<file path="src/design/dq_pkg.sv">
package dq_pkg;

    localparam int DEPTH_DEFAULT = 16;

    localparam int OP_W     = 2;
    localparam int VALUE_W  = 32;
    localparam int STATUS_W = 2;
    localparam int OCC_W    = 5;

    localparam int S_TDATA_W = 40;
    localparam int M_TDATA_W = 40;

    typedef logic signed [VALUE_W-1:0] value_t;

    typedef enum logic [OP_W-1:0] {
        OP_PUSH_REAR  = 2'd0,
        OP_PUSH_FRONT = 2'd1,
        OP_POP_FRONT  = 2'd2,
        OP_POP_REAR   = 2'd3
    } op_t;

    typedef enum logic [STATUS_W-1:0] {
        ST_DONE  = 2'd0,
        ST_FULL  = 2'd1,
        ST_EMPTY = 2'd2
    } status_t;

    typedef enum logic {
        FSM_IDLE,
        FSM_COLLECT
    } fsm_state_t;

    // Command broadcast to every cell of the chain.
    typedef struct packed {
        logic shift_back;   // push at front: every entry moves one cell toward the rear
        logic shift_fwd;    // pop at front: every entry moves one cell toward the front
        logic load_sel;     // push at rear: the selected cell takes the pushed value
        logic capture_sel;  // pop at rear: the selected cell puts its entry on the read bus
    } cell_ctrl_t;

endpackage

</file>
<file path="src/design/dq_cell.sv">
module dq_cell #(
    parameter int IDX_W      = 4,
    parameter int CELL_INDEX = 0
) (
    input  logic                aclk,
    input  dq_pkg::cell_ctrl_t  ctrl,
    input  logic [IDX_W-1:0]    sel_index,
    input  dq_pkg::value_t      push_value,
    input  dq_pkg::value_t      front_data,  // entry of the neighbor nearer the front
    input  dq_pkg::value_t      rear_data,   // entry of the neighbor nearer the rear
    input  dq_pkg::value_t      rear_bus,    // read bus from the neighbor nearer the rear
    output dq_pkg::value_t      data_out,
    output dq_pkg::value_t      bus_out
);
    import dq_pkg::*;

    value_t data_reg;
    value_t data_next;
    value_t bus_reg;
    value_t bus_next;
    logic   hit;

    assign hit = (sel_index == IDX_W'(CELL_INDEX));

    always_comb begin
        priority if (ctrl.shift_back) begin
            data_next = front_data;
        end else if (ctrl.shift_fwd) begin
            data_next = rear_data;
        end else if (ctrl.load_sel && hit) begin
            data_next = push_value;
        end else begin
            data_next = data_reg;
        end
    end

    // The read bus moves one cell toward the front every cycle, so a captured
    // rear entry is carried down the chain to cell zero.
    always_comb begin
        if (ctrl.capture_sel) begin
            bus_next = hit ? data_reg : '0;
        end else begin
            bus_next = rear_bus;
        end
    end

    always_ff @(posedge aclk) begin
        data_reg <= data_next;
        bus_reg  <= bus_next;
    end

    assign data_out = data_reg;
    assign bus_out  = bus_reg;

endmodule

</file>
<file path="src/design/circular_deque.sv">
// Double-ended queue of DEPTH signed 32-bit entries, held in a row of cells with
// the front entry always in cell zero. Each input item carries an operation (push
// rear, push front, pop front, pop rear) and a value; each gives exactly one
// result with status, popped value and occupancy after the operation (reported
// modulo 32). A push to a full queue or a pop from an empty one is refused and
// changes nothing. Pushes and pops at the front can follow back to back while
// the output is not stalled. A pop at the rear is read out through the cell
// chain one cell per cycle, and no item is accepted until its result has been
// registered.
module circular_deque #(
    parameter int DEPTH = dq_pkg::DEPTH_DEFAULT
) (
    input  logic                          aclk,
    input  logic                          aresetn,
    input  logic                          s_tvalid,
    output logic                          s_tready,
    // s_tdata: operation [1:0], push_value [33:2], zero pad [39:34]
    input  logic [dq_pkg::S_TDATA_W-1:0]  s_tdata,
    output logic                          m_tvalid,
    input  logic                          m_tready,
    // m_tdata: status [1:0], popped_value [33:2], occupancy [38:34], zero [39]
    output logic [dq_pkg::M_TDATA_W-1:0]  m_tdata
);
    import dq_pkg::*;

    localparam int IDX_W = $clog2(DEPTH);
    localparam int CNT_W = $clog2(DEPTH + 1);

    fsm_state_t          state_reg, state_next;
    logic [CNT_W-1:0]    count_reg, count_next;
    logic [IDX_W-1:0]    steps_reg, steps_next;
    logic                m_valid_reg, m_valid_next;
    status_t             status_reg, status_next;
    value_t              popped_reg, popped_next;
    logic [CNT_W-1:0]    occ_count_reg, occ_count_next;

    cell_ctrl_t          ctrl;
    logic [IDX_W-1:0]    sel_index;
    logic [IDX_W-1:0]    rear_idx;
    logic                accept;
    logic                full;
    logic                empty;
    op_t                 op;
    value_t              push_value;
    logic [CNT_W+OCC_W-1:0] occ_wide;

    value_t              cell_data [DEPTH];
    value_t              cell_bus  [DEPTH];

    assign op         = op_t'(s_tdata[OP_W-1:0]);
    assign push_value = s_tdata[OP_W+VALUE_W-1:OP_W];
    assign full       = (count_reg == CNT_W'(DEPTH));
    assign empty      = (count_reg == '0);
    assign rear_idx   = IDX_W'(count_reg - CNT_W'(1));
    assign sel_index  = (op == OP_POP_REAR) ? rear_idx : count_reg[IDX_W-1:0];

    assign s_tready = (state_reg == FSM_IDLE) && (!m_valid_reg || m_tready);
    assign accept   = s_tvalid && s_tready;

    for (genvar i = 0; i < DEPTH; i++) begin : g_cell
        value_t front_in;
        value_t rear_in;
        value_t bus_in;

        if (i == 0) begin : g_first
            assign front_in = push_value;
        end else begin : g_mid_front
            assign front_in = cell_data[i-1];
        end

        if (i == DEPTH - 1) begin : g_last
            assign rear_in = '0;
            assign bus_in  = '0;
        end else begin : g_mid_rear
            assign rear_in = cell_data[i+1];
            assign bus_in  = cell_bus[i+1];
        end

        dq_cell #(
            .IDX_W      (IDX_W),
            .CELL_INDEX (i)
        ) u_cell (
            .aclk       (aclk),
            .ctrl       (ctrl),
            .sel_index  (sel_index),
            .push_value (push_value),
            .front_data (front_in),
            .rear_data  (rear_in),
            .rear_bus   (bus_in),
            .data_out   (cell_data[i]),
            .bus_out    (cell_bus[i])
        );
    end

    always_comb begin
        state_next     = state_reg;
        count_next     = count_reg;
        steps_next     = steps_reg;
        m_valid_next   = m_valid_reg && !m_tready;
        status_next    = status_reg;
        popped_next    = popped_reg;
        occ_count_next = occ_count_reg;
        ctrl           = '0;

        unique case (state_reg)
            FSM_IDLE: begin
                if (accept) begin
                    status_next  = ST_DONE;
                    popped_next  = '0;
                    m_valid_next = 1'b1;
                    unique case (op)
                        OP_PUSH_REAR: begin
                            if (full) begin
                                status_next = ST_FULL;
                            end else begin
                                ctrl.load_sel = 1'b1;
                                count_next    = count_reg + CNT_W'(1);
                            end
                        end
                        OP_PUSH_FRONT: begin
                            if (full) begin
                                status_next = ST_FULL;
                            end else begin
                                ctrl.shift_back = 1'b1;
                                count_next      = count_reg + CNT_W'(1);
                            end
                        end
                        OP_POP_FRONT: begin
                            if (empty) begin
                                status_next = ST_EMPTY;
                            end else begin
                                ctrl.shift_fwd = 1'b1;
                                popped_next    = cell_data[0];
                                count_next     = count_reg - CNT_W'(1);
                            end
                        end
                        OP_POP_REAR: begin
                            if (empty) begin
                                status_next = ST_EMPTY;
                            end else begin
                                ctrl.capture_sel = 1'b1;
                                count_next       = count_reg - CNT_W'(1);
                                steps_next       = rear_idx;
                                m_valid_next     = 1'b0;
                                state_next       = FSM_COLLECT;
                            end
                        end
                        default: begin
                            status_next = ST_DONE;
                        end
                    endcase
                    occ_count_next = count_next;
                end
            end
            FSM_COLLECT: begin
                if (steps_reg == '0) begin
                    popped_next  = cell_bus[0];
                    m_valid_next = 1'b1;
                    state_next   = FSM_IDLE;
                end else begin
                    steps_next = steps_reg - IDX_W'(1);
                end
            end
            default: begin
                state_next = FSM_IDLE;
            end
        endcase
    end

    always_ff @(posedge aclk) begin
        if (!aresetn) begin
            state_reg   <= FSM_IDLE;
            count_reg   <= '0;
            m_valid_reg <= 1'b0;
        end else begin
            state_reg   <= state_next;
            count_reg   <= count_next;
            m_valid_reg <= m_valid_next;
        end
    end

    always_ff @(posedge aclk) begin
        steps_reg     <= steps_next;
        status_reg    <= status_next;
        popped_reg    <= popped_next;
        occ_count_reg <= occ_count_next;
    end

    assign occ_wide = {{OCC_W{1'b0}}, occ_count_reg};

    assign m_tvalid = m_valid_reg;
    assign m_tdata  = {1'b0, occ_wide[OCC_W-1:0], popped_reg, status_reg};

endmodule

</file>
<file path="config.mk">
export PLATFORM = sky130hd
export DESIGN_NAME = circular_deque
export DESIGN_NICKNAME = d
export VERILOG_FILES = /design/src/design/dq_pkg.sv /design/src/design/dq_cell.sv /design/src/design/circular_deque.sv
export SDC_FILE = /design/constraint.sdc
export NUM_CORES = 2
export LEC_CHECK = 0
export BUFFER_PORTS_ARGS = -buffer_cell sky130_fd_sc_hd__buf_4
export CAP_MARGIN = 40
export CORE_UTILIZATION = 50
export CTS_BUF_LIST = sky130_fd_sc_hd__clkbuf_8
export DETAILED_ROUTE_END_ITERATION = 6
export PLACE_DENSITY = 0.72
export REMOVE_ABC_BUFFERS = 1
export SETUP_SLACK_MARGIN = 0.2
export SLEW_MARGIN = 20
export SYNTH_ARGS = -nofsm -noshare
export SYNTH_HDL_FRONTEND = slang
export SYNTH_SLANG_ARGS = --single-unit
</file>
<file path="constraint.sdc">
create_clock -name aclk -period 6.77 [get_ports aclk]
set_input_delay 0.3385 -clock aclk [delete_from_list [all_inputs] [get_ports aclk]]
set_output_delay 0.3385 -clock aclk [all_outputs]
set_load 0.01 [all_outputs]
</file>
==> results.yml <==
die:
  ios: 86
  fp.dieW_um: 286
  design.die.area_um2: 82000
  rows: 103
  initial_utilization_pct: 50.9
  die_y_um: 286
  core_area_um2: 79500
timing:
  setup_viol: 0
  fin_setup_tns_ps: 0
  fin_crit_ps: 4550
  max_freq_mhz: 220
  fin_skew_ps: 30.0
  rsz0062_at_grt: "false"
  worst_pin_slew_ps: 1390
  relSlewSlack_pct: 7.52
  setup_ws_ps: 2220
  min_period_over_period_pct: 67.2
  slew_viol_final: 0
  finalHoldViolCount: 0
detailed_routing:
  route.vias.total: 26400
  antenna_left: 0
  drt-vias-per-instance: 6.69
  drt_pass1_iterations: 6
  routed_wl_um: 102000
  drc: 0
  drtIter0Drc: 2901
  wire_per_inst_um: 26.0
cts:
  cts_setup_buffers: 0
  clock_sinks: 1074
  clk_pin_slew_worst_paths_ps: 60
  cts_max_level: 4
  clk_latency_ps: 810
  cts_buffers: 168
  ctsLongestPathBuffers: 3
  cts_tree: "yes"
  clockRootBuffer: "clkbuf_8"
power:
  intPower_mw: 10.5
  pwr-share-clk_pct: 37.1
  combPwrFrac_pct: 9.3
  switching_power_mw: 3.55
  sw_frac_of_total_pct: 25.2
  leakage_nw: 16.6
  powerDensity_nw_per_um2: 311
  pwr-share-seq_pct: 53.7
  irDropWorstVdd_mv: 0.170
synthesis:
  avgSynthCellArea_um2: 15.1
  async_flop_share_pct: 0
  synth_cell_types: 67
  synth_top_family_by_area: "compound AO/OA/AOI/OAI gates"
  synth_fa_ha_area_share_pct: 0.0928
  synth_xor_area_share_pct: 0.108
  ys_ff_latch: 1074
  synth_compound_area_share_pct: 25.8
  synth-main-ff-cell: "edfxtp_1"
  netlist.area_leader.share_pct: 41.2
  yosys.area_share.simple_pct: 2.43
  ys_seq_area_share_pct: 66.9
  synthCells: 2685
  synth_top_area_cell: "edfxtp_1"
  synth_area_leaders: "edfxtp_1 41%, dfxtp_1 26%, a22o_1 11%, a221o_1 11%, buf_2 1.6%"
  synth_edf_count: 555
  synthesis.area_um2: 40400
  muxShareOfSynthArea_pct: 0.124
  yosys_warnings: 0
cells_and_area:
  final_common_cell: "edfxtp_1"
  drive_above_1_share_pct: 15.2
  final_nets: 2796
  layout_common_cells: "555 x edfxtp_1, 518 x dfxtp_1, 513 x a22o_1, 448 x a221o_1, 194 x clkbuf_8"
  fillers: 6093
  syn_to_final_growth_pct: 12.1
setup_path:
  path_cells: "buf_8, inv_1, ha_1, nor4bb_1, a31oi_4, buf_4, or3b_1, o21ai_4, buf_4"
  worst_setup_path_end_kind: "flip-flop"
  startpoint_type: "flip-flop"
  cpPeakStageDelay_ps: 670
  cp.arrival_ps: 4980
  critPathMaxFanout: 36
  cp_slowest_cell: "o21ai_4"
  required_ps: 7200
  path_common_cell: "buf_4"
  reg2reg_slack_ps: 2220
  worstSetupPathType: "reg -> reg"
placed_design:
  dpl.hpwl_um: 54500
  port_buffers: 78
  place_congestion: 0.823
  dp_slack_ps: 1750
global_routing:
  grt_use_total_pct: 24.7
  antenna_found_initial: 1
  grt_pass1_vias: 25600
  grt_pass1_wl_um: 157000
  overflow: 0
  grt_max_degree: 239
run_status:
  status: "finished clean"
flow_run:
  maxCapViolCount: 0
worst_hold_path:
  hold_path_class: "in -> reg"
per-layer routing:
layer  GRT usage, %  part of all wire (%)  up-vias  wire length (µm)
met1           33.5                    41    13600             42000
met3           4.86                   7.8      204              8020
met2           38.9                    48     1260             49000
li1               -                     -    11300                 -
met4           10.2                   3.3        0              3390
met5              0                     0        -                 0
layout make-up:
type	count	area, µm²	share of cell area [%]
clock inverter	121	603	1.33
multi-input combinational	1287	11800	26.1
inverter	39	146	0.323
sequential	1074	27100	59.7
clock buffer	194	2670	5.89
antenna	1	2.50	0.00552
tap	1050	1310	2.90
timing repair buffer	179	1710	3.77
critical path: cells and delay by family (launching register included):
family	cells	cell delay [ps]
buf+inv	4	1270
fa+ha+maj	1	440
compound gates	2	700
flops	1	580
simple gates	2	1150
timing repair:
| action | CTS | global route |
|---|---|---|
| hold endpoints to repair | 40 | 0 |
| hold buffers | 34 | 0 |
| setup endpoints to repair | 0 | 0 |
| gates resized for setup | 0 | 0 |
synthesized netlist by cell type, types with 23 or more instances:
| cell | n |
|---|---|
| a221o_1 | 448 |
| nor3b_1 | 35 |
| a211oi_4 | 31 |
| clkbuf_1 | 78 |
| inv_1 | 39 |
| buf_2 | 133 |
| buf_4 | 23 |
| dfxtp_1 | 519 |
| a21o_1 | 35 |
| o21ai_1 | 40 |
| a22o_1 | 513 |
| buf_6 | 45 |
| nand2_1 | 44 |
| edfxtp_1 | 555 |
per-stage QoR:
step	power, mW	area (µm²)	utilization (%)	instances	hold WS, ps
detailed placement	8.96	41700	52.4	3592	433
floorplan	8.55	38700	-	2400	426
global placement	8.88	41500	52.1	3582	427
finish	14.1	45300	57.0	3945	258
global route	14.6	45300	57.0	3945	224
CTS	14.2	45300	57.0	3941	185
power by group through the flow:
stage          clock, mW  combinational, mW  sequential, mW
2_1_floorplan          0              0.896            7.65
3_3_place_gp           0               1.19            7.69
3_5_place_dp           0               1.26            7.70
4_1_cts             5.31               1.29            7.56
5_1_grt             5.62               1.38            7.60
6_report            5.22               1.31            7.56
kinds of logic after synthesis:
kind of cell             Yosys count
XOR/XNOR                           5
flip-flops                      1074
AND/OR/NAND/NOR                  154
buffers and inverters            324
adder cells (fa/ha/maj)            3
other                              1
multiplexers                       5
AO/OA/AOI/OAI                   1119
path summary, 6_finish.rpt:
check                             endpoint  cells past startpoint                          start
max          g_cell[7].u_cell.data_out[13]                      9                   count_reg[0]
min                               m_tvalid                      3                       m_tready
max reg2reg  g_cell[7].u_cell.data_out[13]                      9                   count_reg[0]
min reg2reg  g_cell[11].u_cell.bus_out[19]                      1  g_cell[12].u_cell.bus_out[19]
No activity file was read; power rests on OpenSTA's default activity.
